$ cat src/hw/rtl/hrhp_pkg.sv
// Package for the HTTP request header parser: types, match strings and helpers.
// Used by hrhp_front, hrhp_back and http_request_header_parser_top.
`default_nettype none
package hrhp_pkg;

    localparam int LENGTH_BITS = 32;
    localparam int LEN_W       = LENGTH_BITS;

    // Match strings, lower case, right aligned (first char in the highest used byte)
    localparam logic [127:0] S_GET  = 128'("get");
    localparam logic [127:0] S_POST = 128'("post");
    localparam logic [127:0] S_VER  = 128'("http/1.1");
    localparam logic [127:0] S_CONN = 128'("connection:");
    localparam logic [127:0] S_CLEN = 128'("content-length:");
    localparam logic [127:0] S_HOST = 128'("host:");
    localparam logic [127:0] S_KA   = 128'("keep-alive");

    localparam logic [4:0] N_GET  = 5'd3;
    localparam logic [4:0] N_POST = 5'd4;
    localparam logic [4:0] N_VER  = 5'd8;
    localparam logic [4:0] N_CONN = 5'd11;
    localparam logic [4:0] N_CLEN = 5'd15;
    localparam logic [4:0] N_HOST = 5'd5;
    localparam logic [4:0] N_KA   = 5'd10;

    typedef enum logic [3:0] {
        PH_METHOD,
        PH_URL_SKIP,
        PH_URL,
        PH_VER_SKIP,
        PH_VERSION,
        PH_HDR_NAME,
        PH_HDR_SKIP,
        PH_HDR_VALUE,
        PH_HDR_OTHER,
        PH_BODY,
        PH_DONE,
        PH_ERROR
    } phase_t;

    typedef enum logic [1:0] {
        HK_NONE,
        HK_CONN,
        HK_CLEN,
        HK_HOST
    } hdr_kind_t;

    typedef enum logic [1:0] {
        ST_BUSY,
        ST_DONE,
        ST_BAD
    } status_t;

    typedef enum logic [1:0] {
        BK_NONE,
        BK_URL,
        BK_HOST,
        BK_BODY
    } byte_kind_t;

    // Classified input byte handed from front to back
    typedef struct packed {
        logic [7:0] raw;
        logic [7:0] folded;
        logic       blank;
        logic       cr;
        logic       lf;
        logic       digit;
        logic       plus;
        logic       slash;
        logic       new_conn;
    } cls_t;

    function automatic logic [7:0] fold(input logic [7:0] c);
        logic [7:0] r;
        begin
            r = c;
            if (c >= 8'h41 && c <= 8'h5A)
            begin
                r = c + 8'd32;
            end
            return r;
        end
    endfunction

    // Folded byte fc equals char pos of string s of length n
    function automatic logic str_match(input logic [127:0] s, input logic [4:0] n,
                                       input logic [4:0] pos, input logic [7:0] fc);
        logic [7:0] ch;
        logic [4:0] idx;
        begin
            ch  = 8'd0;
            idx = 5'd0;
            if (pos < n)
            begin
                idx = n - 5'd1 - pos;
                ch  = 8'(s >> {idx, 3'b000});
                return ch == fc;
            end
            return 1'b0;
        end
    endfunction

endpackage
`default_nettype wire

$ cat src/hw/rtl/hrhp_front.sv
// Front end: accepts request bytes, classifies them, queues them for the back end.
// Depends on hrhp_pkg.
`default_nettype none
module hrhp_front (
    input  wire logic          clk,
    input  wire logic          rst_n,
    input  wire logic          in_valid,
    output logic               in_ready,
    input  wire logic [7:0]    in_byte,
    input  wire logic          in_new_conn,
    output logic               q_valid,
    input  wire logic          q_pop,
    output hrhp_pkg::cls_t     q_item
);

    hrhp_pkg::cls_t cls;
    hrhp_pkg::cls_t mem_reg [2];
    logic           wr_ptr_reg, wr_ptr_next;
    logic           rd_ptr_reg, rd_ptr_next;
    logic [1:0]     count_reg, count_next;
    logic           push, pop;

    // Classify the incoming byte
    always_comb
    begin
        cls.raw      = in_byte;
        cls.folded   = hrhp_pkg::fold(in_byte);
        cls.blank    = (in_byte == 8'h20) || (in_byte == 8'h09);
        cls.cr       = (in_byte == 8'h0D);
        cls.lf       = (in_byte == 8'h0A);
        cls.digit    = (in_byte >= 8'h30) && (in_byte <= 8'h39);
        cls.plus     = (in_byte == 8'h2B);
        cls.slash    = (in_byte == 8'h2F);
        cls.new_conn = in_new_conn;
    end

    // Two-entry queue
    assign in_ready = (count_reg != 2'd2);
    assign q_valid  = (count_reg != 2'd0);
    assign q_item   = mem_reg[rd_ptr_reg];
    assign push     = in_valid && in_ready;
    assign pop      = q_pop && q_valid;

    always_comb
    begin
        wr_ptr_next = wr_ptr_reg ^ push;
        rd_ptr_next = rd_ptr_reg ^ pop;
        count_next  = count_reg + {1'b0, push} - {1'b0, pop};
    end

    always_ff @(posedge clk or negedge rst_n)
    begin
        if (!rst_n)
        begin
            wr_ptr_reg <= 1'b0;
            rd_ptr_reg <= 1'b0;
            count_reg  <= 2'd0;
        end
        else
        begin
            wr_ptr_reg <= wr_ptr_next;
            rd_ptr_reg <= rd_ptr_next;
            count_reg  <= count_next;
        end
    end

    always_ff @(posedge clk)
    begin
        if (push)
        begin
            mem_reg[wr_ptr_reg] <= cls;
        end
    end

endmodule
`default_nettype wire

$ cat src/hw/rtl/hrhp_back.sv
// Back end: parser state machine, one classified byte per cycle unless the output stalls, output register.
// Depends on hrhp_pkg.
`default_nettype none
module hrhp_back (
    input  wire logic           clk,
    input  wire logic           rst_n,
    input  wire logic           q_valid,
    output logic                q_pop,
    input  wire hrhp_pkg::cls_t q_item,
    output logic                out_valid,
    input  wire logic           out_ready,
    output logic [47:0]         out_data,
    output logic [1:0]          out_user
);

    localparam int PW = hrhp_pkg::LEN_W + 4;

    hrhp_pkg::phase_t    phase_reg, phase_next, ph;
    hrhp_pkg::hdr_kind_t hk_reg, hk_next, hk;
    logic                cr_reg, cr_next, cr;
    logic [4:0]          pos_reg, pos_next, pos;
    logic [3:0]          cand_reg, cand_next, cand;
    logic                post_reg, post_next, post;
    logic                ka_reg, ka_next, ka;
    logic [hrhp_pkg::LEN_W-1:0] len_reg, len_next, len;
    logic [hrhp_pkg::LEN_W-1:0] rem_reg, rem_next, rem;

    logic [1:0]  kind;
    logic [1:0]  status;
    logic [PW-1:0] prod;
    logic [63:0] len64;
    logic        step;

    logic        ov_reg;
    logic [47:0] od_reg;
    logic [1:0]  ou_reg;

    assign step  = q_valid && (!ov_reg || out_ready);
    assign q_pop = step;

    // Next-state logic of the parser
    always_comb
    begin
        ph   = phase_reg; hk = hk_reg; cr = cr_reg; pos = pos_reg; cand = cand_reg;
        post = post_reg;  ka = ka_reg; len = len_reg; rem = rem_reg;
        kind = hrhp_pkg::BK_NONE;
        prod = '0;
        if (q_item.new_conn)
        begin
            ph = hrhp_pkg::PH_METHOD; hk = hrhp_pkg::HK_NONE; cr = 1'b0;
            pos = 5'd0; cand = 4'hF; post = 1'b0; ka = 1'b0; len = '0; rem = '0;
        end

        if (ph == hrhp_pkg::PH_ERROR || ph == hrhp_pkg::PH_DONE)
        begin
            // verdict holds
        end
        else if (ph == hrhp_pkg::PH_BODY)
        begin
            kind = hrhp_pkg::BK_BODY;
            if (rem != '0)
            begin
                rem = rem - 1'b1;
            end
            if (rem == '0)
            begin
                ph = hrhp_pkg::PH_DONE;
            end
        end
        else if (cr)
        begin
            cr = 1'b0;
            if (!q_item.lf)
            begin
                ph = hrhp_pkg::PH_ERROR;
            end
            else
            begin
                // line end
                unique case (ph) inside
                    hrhp_pkg::PH_VERSION:
                    begin
                        if (pos == hrhp_pkg::N_VER)
                        begin
                            ph = hrhp_pkg::PH_HDR_NAME; pos = 5'd0; cand = 4'h7;
                            hk = hrhp_pkg::HK_NONE;
                        end
                        else
                        begin
                            ph = hrhp_pkg::PH_ERROR;
                        end
                    end
                    hrhp_pkg::PH_HDR_NAME:
                    begin
                        if (pos == 5'd0)
                        begin
                            if (len != '0)
                            begin
                                rem = len;
                                ph  = hrhp_pkg::PH_BODY;
                            end
                            else
                            begin
                                ph = hrhp_pkg::PH_DONE;
                            end
                        end
                        else
                        begin
                            ph = hrhp_pkg::PH_HDR_NAME; pos = 5'd0; cand = 4'h7;
                            hk = hrhp_pkg::HK_NONE;
                        end
                    end
                    hrhp_pkg::PH_HDR_SKIP, hrhp_pkg::PH_HDR_VALUE:
                    begin
                        if (hk == hrhp_pkg::HK_CONN && cand[0] && pos == hrhp_pkg::N_KA)
                        begin
                            ka = 1'b1;
                        end
                        ph = hrhp_pkg::PH_HDR_NAME; pos = 5'd0; cand = 4'h7;
                        hk = hrhp_pkg::HK_NONE;
                    end
                    hrhp_pkg::PH_HDR_OTHER:
                    begin
                        ph = hrhp_pkg::PH_HDR_NAME; pos = 5'd0; cand = 4'h7;
                        hk = hrhp_pkg::HK_NONE;
                    end
                    default:
                    begin
                        ph = hrhp_pkg::PH_ERROR;
                    end
                endcase
            end
        end
        else if (q_item.cr)
        begin
            cr = 1'b1;
        end
        else if (q_item.lf)
        begin
            ph = hrhp_pkg::PH_ERROR;
        end
        else
        begin
            // ordinary byte
            unique case (ph) inside
                hrhp_pkg::PH_METHOD:
                begin
                    if (q_item.blank)
                    begin
                        if (cand[0] && pos == hrhp_pkg::N_GET)
                        begin
                            post = 1'b0; ph = hrhp_pkg::PH_URL_SKIP;
                        end
                        else if (cand[1] && pos == hrhp_pkg::N_POST)
                        begin
                            post = 1'b1; ph = hrhp_pkg::PH_URL_SKIP;
                        end
                        else
                        begin
                            ph = hrhp_pkg::PH_ERROR;
                        end
                    end
                    else
                    begin
                        if (!hrhp_pkg::str_match(hrhp_pkg::S_GET, hrhp_pkg::N_GET, pos,
                                                 q_item.folded))
                        begin
                            cand[0] = 1'b0;
                        end
                        if (!hrhp_pkg::str_match(hrhp_pkg::S_POST, hrhp_pkg::N_POST, pos,
                                                 q_item.folded))
                        begin
                            cand[1] = 1'b0;
                        end
                        if (cand[1:0] == 2'b00)
                        begin
                            ph = hrhp_pkg::PH_ERROR;
                        end
                        else if (pos < 5'd31)
                        begin
                            pos = pos + 5'd1;
                        end
                    end
                end
                hrhp_pkg::PH_URL_SKIP:
                begin
                    if (!q_item.blank)
                    begin
                        if (!q_item.slash)
                        begin
                            ph = hrhp_pkg::PH_ERROR;
                        end
                        else
                        begin
                            ph = hrhp_pkg::PH_URL; kind = hrhp_pkg::BK_URL;
                        end
                    end
                end
                hrhp_pkg::PH_URL:
                begin
                    if (q_item.blank)
                    begin
                        ph = hrhp_pkg::PH_VER_SKIP;
                    end
                    else
                    begin
                        kind = hrhp_pkg::BK_URL;
                    end
                end
                hrhp_pkg::PH_VER_SKIP, hrhp_pkg::PH_VERSION:
                begin
                    if (!(ph == hrhp_pkg::PH_VER_SKIP && q_item.blank))
                    begin
                        if (ph == hrhp_pkg::PH_VER_SKIP)
                        begin
                            pos = 5'd0;
                        end
                        ph = hrhp_pkg::PH_VERSION;
                        if (hrhp_pkg::str_match(hrhp_pkg::S_VER, hrhp_pkg::N_VER, pos,
                                                q_item.folded))
                        begin
                            if (pos < 5'd31)
                            begin
                                pos = pos + 5'd1;
                            end
                        end
                        else
                        begin
                            ph = hrhp_pkg::PH_ERROR;
                        end
                    end
                end
                hrhp_pkg::PH_HDR_NAME:
                begin
                    if (!hrhp_pkg::str_match(hrhp_pkg::S_CONN, hrhp_pkg::N_CONN, pos,
                                             q_item.folded))
                    begin
                        cand[0] = 1'b0;
                    end
                    if (!hrhp_pkg::str_match(hrhp_pkg::S_CLEN, hrhp_pkg::N_CLEN, pos,
                                             q_item.folded))
                    begin
                        cand[1] = 1'b0;
                    end
                    if (!hrhp_pkg::str_match(hrhp_pkg::S_HOST, hrhp_pkg::N_HOST, pos,
                                             q_item.folded))
                    begin
                        cand[2] = 1'b0;
                    end
                    if (pos < 5'd31)
                    begin
                        pos = pos + 5'd1;
                    end
                    if (cand[0] && pos == hrhp_pkg::N_CONN)
                    begin
                        hk = hrhp_pkg::HK_CONN;
                    end
                    else if (cand[1] && pos == hrhp_pkg::N_CLEN)
                    begin
                        hk = hrhp_pkg::HK_CLEN; len = '0;
                    end
                    else if (cand[2] && pos == hrhp_pkg::N_HOST)
                    begin
                        hk = hrhp_pkg::HK_HOST;
                    end
                    if (hk != hrhp_pkg::HK_NONE)
                    begin
                        ph = hrhp_pkg::PH_HDR_SKIP; pos = 5'd0; cand = 4'h1;
                    end
                    else if (cand[2:0] == 3'b000)
                    begin
                        ph = hrhp_pkg::PH_HDR_OTHER;
                    end
                end
                hrhp_pkg::PH_HDR_SKIP, hrhp_pkg::PH_HDR_VALUE:
                begin
                    if (!(ph == hrhp_pkg::PH_HDR_SKIP && q_item.blank))
                    begin
                        ph = hrhp_pkg::PH_HDR_VALUE;
                        // header value byte
                        unique case (hk)
                            hrhp_pkg::HK_HOST:
                            begin
                                kind = hrhp_pkg::BK_HOST;
                            end
                            hrhp_pkg::HK_CONN:
                            begin
                                if (cand[0] && hrhp_pkg::str_match(hrhp_pkg::S_KA,
                                        hrhp_pkg::N_KA, pos, q_item.folded))
                                begin
                                    if (pos < 5'd31)
                                    begin
                                        pos = pos + 5'd1;
                                    end
                                end
                                else
                                begin
                                    cand = 4'h0;
                                end
                            end
                            hrhp_pkg::HK_CLEN:
                            begin
                                if (cand[0])
                                begin
                                    if (q_item.digit)
                                    begin
                                        prod = ({4'd0, len} << 3) + ({4'd0, len} << 1)
                                             + PW'(q_item.raw[3:0]);
                                        if (prod[PW-1 -: 4] != 4'd0)
                                        begin
                                            len = '1;
                                        end
                                        else
                                        begin
                                            len = prod[hrhp_pkg::LEN_W-1:0];
                                        end
                                        pos = 5'd1;
                                    end
                                    else if (q_item.plus && pos == 5'd0)
                                    begin
                                        pos = 5'd1;
                                    end
                                    else
                                    begin
                                        cand = 4'h0;
                                    end
                                end
                            end
                            default:
                            begin
                            end
                        endcase
                    end
                end
                default:
                begin
                end
            endcase
        end

        phase_next = ph; hk_next = hk; cr_next = cr; pos_next = pos; cand_next = cand;
        post_next = post; ka_next = ka; len_next = len; rem_next = rem;
    end

    // Result fields
    always_comb
    begin
        len64 = 64'(len_next);
        if (phase_next == hrhp_pkg::PH_ERROR)
        begin
            status = hrhp_pkg::ST_BAD;
        end
        else if (phase_next == hrhp_pkg::PH_DONE)
        begin
            status = hrhp_pkg::ST_DONE;
        end
        else
        begin
            status = hrhp_pkg::ST_BUSY;
        end
    end

    // Parser state registers
    always_ff @(posedge clk or negedge rst_n)
    begin
        if (!rst_n)
        begin
            phase_reg <= hrhp_pkg::PH_METHOD;
            hk_reg    <= hrhp_pkg::HK_NONE;
            cr_reg    <= 1'b0;
            pos_reg   <= 5'd0;
            cand_reg  <= 4'hF;
            post_reg  <= 1'b0;
            ka_reg    <= 1'b0;
            len_reg   <= '0;
            rem_reg   <= '0;
        end
        else if (step)
        begin
            phase_reg <= phase_next;
            hk_reg    <= hk_next;
            cr_reg    <= cr_next;
            pos_reg   <= pos_next;
            cand_reg  <= cand_next;
            post_reg  <= post_next;
            ka_reg    <= ka_next;
            len_reg   <= len_next;
            rem_reg   <= rem_next;
        end
    end

    // Output register
    always_ff @(posedge clk or negedge rst_n)
    begin
        if (!rst_n)
        begin
            ov_reg <= 1'b0;
        end
        else if (step)
        begin
            ov_reg <= 1'b1;
        end
        else if (out_ready)
        begin
            ov_reg <= 1'b0;
        end
    end

    always_ff @(posedge clk)
    begin
        if (step)
        begin
            od_reg[1:0]   <= status;
            od_reg[2]     <= post_next;
            od_reg[3]     <= ka_next;
            od_reg[35:4]  <= (len64 > 64'hFFFF_FFFF) ? 32'hFFFF_FFFF : len64[31:0];
            od_reg[43:36] <= (status == hrhp_pkg::ST_BAD || kind == hrhp_pkg::BK_NONE)
                             ? 8'd0 : q_item.raw;
            od_reg[47:44] <= 4'd0;
            ou_reg        <= (status == hrhp_pkg::ST_BAD) ? hrhp_pkg::BK_NONE : kind;
        end
    end

    assign out_valid = ov_reg;
    assign out_data  = od_reg;
    assign out_user  = ou_reg;

endmodule
`default_nettype wire

$ cat src/hw/rtl/http_request_header_parser_top.sv
// Top level of the HTTP request header parser: front queue plus parser back end.
// Depends on hrhp_pkg, hrhp_front, hrhp_back.
//
//  Group    | Dir | Payload
//  s_axis_* | in  | tdata[7:0] data_byte; tuser[0] new_connection
//  m_axis_* | out | tdata: status, method_post, keep_alive, body_length, byte_out;
//           |     | tuser[1:0] byte_kind
//
// One request byte per cycle sustained while the output is ready; a byte passes
// from the two-entry queue through the parser step into the output register.
// Reset clears the queue, parser state and output valid. Output stalls hold
// bytes in the queue, fill it and then drop s_axis_tready.
`default_nettype none
module http_request_header_parser_top (
    input  wire logic        clk,
    input  wire logic        rst_n,
    input  wire logic        s_axis_tvalid,
    output logic             s_axis_tready,
    input  wire logic [7:0]  s_axis_tdata,   // [7:0] data_byte
    input  wire logic [0:0]  s_axis_tuser,   // [0] new_connection
    output logic             m_axis_tvalid,
    input  wire logic        m_axis_tready,
    output logic [47:0]      m_axis_tdata,   // [1:0] status, [2] method_post,
                                             // [3] keep_alive, [35:4] body_length,
                                             // [43:36] byte_out, [47:44] zero
    output logic [1:0]       m_axis_tuser    // [1:0] byte_kind
);

    logic           q_valid;
    logic           q_pop;
    hrhp_pkg::cls_t q_item;

    hrhp_front u_front (
        .clk         (clk),
        .rst_n       (rst_n),
        .in_valid    (s_axis_tvalid),
        .in_ready    (s_axis_tready),
        .in_byte     (s_axis_tdata),
        .in_new_conn (s_axis_tuser[0]),
        .q_valid     (q_valid),
        .q_pop       (q_pop),
        .q_item      (q_item)
    );

    hrhp_back u_back (
        .clk       (clk),
        .rst_n     (rst_n),
        .q_valid   (q_valid),
        .q_pop     (q_pop),
        .q_item    (q_item),
        .out_valid (m_axis_tvalid),
        .out_ready (m_axis_tready),
        .out_data  (m_axis_tdata),
        .out_user  (m_axis_tuser)
    );

endmodule
`default_nettype wire

$ cat config.mk
export PLATFORM = sky130hd
export DESIGN_NAME = http_request_header_parser_top
export DESIGN_NICKNAME = d
export VERILOG_FILES = /design/src/hw/rtl/hrhp_pkg.sv /design/src/hw/rtl/hrhp_front.sv /design/src/hw/rtl/hrhp_back.sv /design/src/hw/rtl/http_request_header_parser_top.sv
export SDC_FILE = /design/constraint.sdc
export NUM_CORES = 1
export LEC_CHECK = 0
export BUFFER_PORTS_ARGS = -buffer_cell sky130_fd_sc_hd__buf_2
export CAP_MARGIN = 20
export CELL_PAD_IN_SITES_DETAIL_PLACEMENT = 0
export CELL_PAD_IN_SITES_GLOBAL_PLACEMENT = 2
export CORE_ASPECT_RATIO = 0.7
export CORE_MARGIN = 5
export CORE_UTILIZATION = 41
export CTS_CLUSTER_SIZE = 8
export DETAILED_ROUTE_END_ITERATION = 16
export PLACE_DENSITY = 0.89
export SLEW_MARGIN = 40
export SYNTH_ARGS = -nofsm -noshare
export SYNTH_HDL_FRONTEND = slang
export SYNTH_HIERARCHICAL = 1
export SYNTH_SLANG_ARGS = --single-unit
$ cat constraint.sdc
create_clock -name clk -period 17.2 [get_ports clk]
set_input_delay 0.86 -clock clk [delete_from_list [all_inputs] [get_ports clk]]
set_output_delay 0.86 -clock clk [all_outputs]
set_load 0.01 [all_outputs]
* After elaboration in Yosys (flattened, before gate mapping) *
Memories as Yosys holds them, arrays and structs flattened.
Cells that the tools add are included.

word-level totals
  register bits = 133
  memory bits (writable) = 46
  input bits = 13
  memories = 1

memories
  name             words  bits a word  read ports  clocked after memory_dff  wr ports  RTL line          RTL
  u_front.mem_reg  2      23           1           0                         1         hrhp_front.sv:17  hrhp_pkg::cls_t mem_reg [2];

operators by class
  add/subtract/negate cells = 15
  $lt $le $gt $ge = 14
  equality and inequality tests = 38
  shift-type cells = 7
  muxes and demuxes = 320
  bitwise operators = 2
  reductions and logical operators = 36

operator list
  operator                 number
  $mux W32                 24
  $mux W1                  181
  $mux W5                  35
  $mux W4                  37
  $shr A119 B8 Y8 const A  1
  $shr A87 B8 Y8 const A   1
  $shr A79 B8 Y8 const A   1
  $pmux W32 S2             1
  $reduce_bool A32 Y1      2
  $shr A63 B8 Y8 const A   1
  $mux W2                  30
  $eq A8 B8 Y1             7
  $shr A39 B8 Y8 const A   1
  $add A35 B33 Y36         1
  $add A36 B4 Y36          1
  $gt A32 B32 Y1 const B   1
  $logic_not A32 Y1        1
  $sub A32 B1 Y32 const B  1
  $shr A31 B8 Y8 const A   1
  $eq A4 B4 Y1 const B     6
  $eq A8 B4 Y1 const B     3
  $eq A8 B6 Y1 const B     3
  $pmux W4 S3              2
  $pmux W4 S6              1
  other kinds (44)         89

* Logic depth before layout (Yosys ltp) *
An unclocked memory read counts as a cell.

  depth in word-level cells = 47
  gate-level depth with buffers = 27
  gate-level depth less buffers = 17

* By module *
The synthesis kept the hierarchy.

modules (own cells, without submodules)
  module      instances  cells each  area each (sq um)  sequential area each (sq um)
  hrhp_back   1          1847        13954.6            3437.0
  hrhp_front  1          113         1757.9             1181.1

* Worst setup path before layout *
No wires, ideal clock.

  path kind = flip-flop to flip-flop
  start = register u_front.rd_ptr_reg
  end = register u_back.od_reg[21], in the netlist u_back/out_data[21], data pin
  setup time = 0.274 ns
  arrival time = 5.938 ns
  required time = 16.926 ns
  slack = 10.988 ns
  stages on the path, launching flop included = 27
  path buffers = 12
  period minus slack after synthesis = 6.212 ns
  path through = dfrtp_1 buf_2 buf_2 mux2_2 buf_4 buf_2 buf_2 buf_2 buf_1 clkbuf_1 buf_1 buf_1 nor2_1 ha_1 ha_1 o21a_1 o211ai_1 or3b_1 o31ai_1 a31oi_1 o21ai_1 mux2i_1 or2_1 clkbuf_1 buf_2 o311ai_0 o211ai_1

RTL lines
  element                 RTL line          RTL
  start, declared         hrhp_front.sv:19  logic rd_ptr_reg, rd_ptr_next;
  start signal, assigned  hrhp_front.sv:62  rd_ptr_reg <= rd_ptr_next;
  end signal, assigned    hrhp_back.sv:416  od_reg[35:4] <= (len64 > 64'hFFFF_FFFF) ? 32'hFFFF_FFFF : len64[31:0];
  end, declared           hrhp_back.sv:35   logic [47:0] od_reg;

==> out/metrics.csv <==
stage;metric;value;unit
detailed_routing;drc_errors;0;
placed_design;numPortBuffers;60;
cts;tritoncts;yes;
detailed_routing;drtPass1Iterations;6;
power_and_ir_drop;cellPowerDensity;165;nW/um2
sta;fin_hold_ws;328;ps
worst_setup_path;r2r_cells;17;
sta;layout_min_cycle_time;6610;ps
synthesis;synthTopCellsByCount;221 x nand2_1, 162 x o21ai_0, 158 x nor2_1, 153 x a21oi_1, 93 x ha_1;
synthesis;synth_most_common_cell;nand2_1;
cts;h-tree-depth;4;
synthesis;yosys_warnings;6;
synthesis;yosys-top-cells-area;edfxtp_1 16%, dfrtp_1 13%, ha_1 7.4%;
final_layout;nFillCells;3720;
worst_setup_path;worstSetupStartpointType;register;
synthesis;ys.flop_type;dfrtp_1;
floorplanning;rows;60;
floorplanning;start_util;41.2;%
worst_setup_path;cp-end-kind;register;
synthesis;syn_area;15700;um2
final_layout;register_area;4620;um2
floorplanning;fp.dieH;174;um
final_layout;diodes;0;
job;cap_viol_max_count;0;
detailed_routing;wl_per_cell;24.9;um
worst_setup_path;critPathKind;register to register;
sta;tns;0;ps
cts;clockBufferDepth;2;
sta;max-slew-margin-rel;37.6;%
cts;root_buffer;clkbuf_16;
grt;antenna_found_initial;1;
synthesis;synth_edf_count;82;
cts;hold_buffers;0;
detailed_routing;antenna_left;0;
floorplanning;die_area;42400;um2
grt;track_usage;27.6;%
floorplanning;ios;65;
grt;grt_pass1_vias;14746;
placed_design;globalplace.congestion;0.984;
status;status;completed;
detailed_routing;viasPerCell;6.62;
cts;clock_sinks;168;
final_layout;final_util;44.4;%
synthesis;synth_area_per_cell;8.02;um2
cts;clk_pin_slew;80;ps
worst_setup_path;crit_fanout;50;
grt;grt_max_degree;77;
synthesis;yosys.cell_types.count;108;
floorplanning;core-area;38100;um2
final_layout;largest_reg_flops;44;
sta;finalHoldViolCount;0;
cts;clk_latency;460;ps
power_and_ir_drop;leakage;0.00680;uW
power_and_ir_drop;peakVddDrop;0.118;mV
detailed_routing;drtIter0Drc;2226;
hold_path;hold_class;input port to async pin;
cts;cts_setup_buffers;0;
synthesis;yosys.area.top_type;edfxtp_1;
cts;cts.repair.resized;0;
floorplanning;fp.dieW;244;um
sta;rsz0062_at_grt;no;
placed_design;dpl.hpwl;44.7;mm
synthesis;yosysSeqAreaShare;29.4;%
detailed_routing;via_count;16212;
sta;finClkSkew;13.1;ps
sta;fmax;151;MHz
final_layout;syn_to_final_growth;7.84;%
synthesis;synth_cells;1960;
grt;globalRouteOverflowTotal;0;
synthesis;ys_seq_elements;168;
final_layout;multi_input_area;10300;um2
cts;numCtsBuffers;17;
worst_setup_path;r2r_start;u_front/rd_ptr_reg$_DFF_PN0_;
worst_setup_path;cp.required;17510;ps
sta;fin_crit_sh;38.4;%
synthesis;async_flop_share;51.2;%
detailed_routing;drt-total-wl;60.9;mm
final_layout;final_nets;2047;
sta;worst_pin_slew;934;ps
sta;finalSetupViolations;0;
worst_setup_path;cp.arrival;6910;ps
worst_setup_path;r2r_slack;10590;ps
sta;finalMaxSlewViolations;0;
final_layout;drive_gt1_share;11.7;%
synthesis;synthDominantCellAreaShare;15.7;%
grt;grt_pass1_wl;92.1;mm
worst_setup_path;r2r-end;u_back/len_reg[11]$_DFFE_PN0P_;
cell usage in the layout, fill, tap and decap left out, drive strengths merged, types with 10 or more instances in the layout:
cell	n
edfxtp	82
and2	19
o21a	17
a31oi	24
nor2	158
nand3	51
nand3b	10
a21o	20
nand4	24
clkinv	11
inv	79
nor2b	31
mux2	31
a21oi	155
o31ai	17
o211ai	34
o21ai	170
o22ai	15
xor2	19
buf	85
and3	12
nor4	39
nand2b	24
a22oi	16
or3	18
o311ai	11
nand2	221
o2bb2ai	11
nor3	71
a211oi	15
a221oi	16
dfrtp	83
clkbuf	18
o21bai	21
mux2i	15
or2	20
ha	93
xnor2	35
worst max-delay path: stages, from the launching register on:
cell and delay (ps):
dfrtp_1 400, mux2_4 370, buf_4 560, or2b_1 460, clkinv_1 480, ha_1 480
ha_1 550, inv_1 180, a2111oi_0 590, nor4_1 100, nor3_1 250, nand4_1 160
nor4_1 480, o21ai_2 80, buf_4 240, o21ai_2 410, nand2_1 380, o2bb2ai_1 230
per-stage QoR:
step | setup slack, ps | power (uW) | area [um2] | cells
2_1_floorplan | 10990 | 1810 | 15700 | 1963
3_3_place_gp | 10690 | 2330 | 16300 | 2414
3_5_place_dp | 10850 | 2330 | 16300 | 2415
4_1_cts | 10810 | 2740 | 16900 | 2447
5_1_grt | 10270 | 2950 | 16900 | 2448
6_report | 10590 | 2790 | 16900 | 2448
worst max-delay path by stage:
stage	to	cells past startpoint	start
6_report	u_back/len_reg[11]$_DFFE_PN0P_	17	u_front/rd_ptr_reg$_DFF_PN0_
5_1_grt	u_back/len_reg[11]$_DFFE_PN0P_	17	u_front/rd_ptr_reg$_DFF_PN0_
2_1_floorplan	u_back/out_data[21]$_DFFE_PP_	26	u_front/rd_ptr_reg$_DFF_PN0_
4_1_cts	u_back/len_reg[11]$_DFFE_PN0P_	17	u_front/rd_ptr_reg$_DFF_PN0_
3_5_place_dp	u_back/len_reg[11]$_DFFE_PN0P_	17	u_front/rd_ptr_reg$_DFF_PN0_
3_3_place_gp	u_back/out_data[9]$_DFFE_PP_	17	u_front/rd_ptr_reg$_DFF_PN0_
final cells by class:
type	count	share of cell area, %
inverters	78	1.74
multi-input cells	1588	60.8
repair buffers	86	2.97
well taps	496	3.66
clock buffers	17	2.51
clock inverters	15	1.08
flip-flops and latches	168	27.3
logic make-up (layout without fill, tap and decap cells):
logic type,count (synthesis),in the layout,share of synthesized area (%)
and+or+nand+nor,741,741,23.9
AOI/OAI and AO/OA,648,648,27.4
buffers and inverters,207,196,5.43
DFF,168,168,29.4
adders and majority gates,95,95,7.66
xor gates and xnor gates,54,54,3.01
muxes,46,46,3.20
other,1,4,0.0239
metal layers:
| layer | vias to the layer above | part of all wire (%) | GRT usage [%] |
|---|---|---|---|
| met1 | 7877 | 48 | 44.6 |
| li1 | 7318 | - | - |
| met4 | 0 | 1.3 | 4.91 |
| met2 | 960 | 39 | 36.3 |
| met5 | - | 0 | 0 |
| met3 | 57 | 12 | 7.58 |
power by group:
part	switching [uW]	internal [uW]
clock	204	196
sequential	134	566
combinational	1140	545
total	1480	1310
No activity file was read; power rests on OpenSTA's default activity.
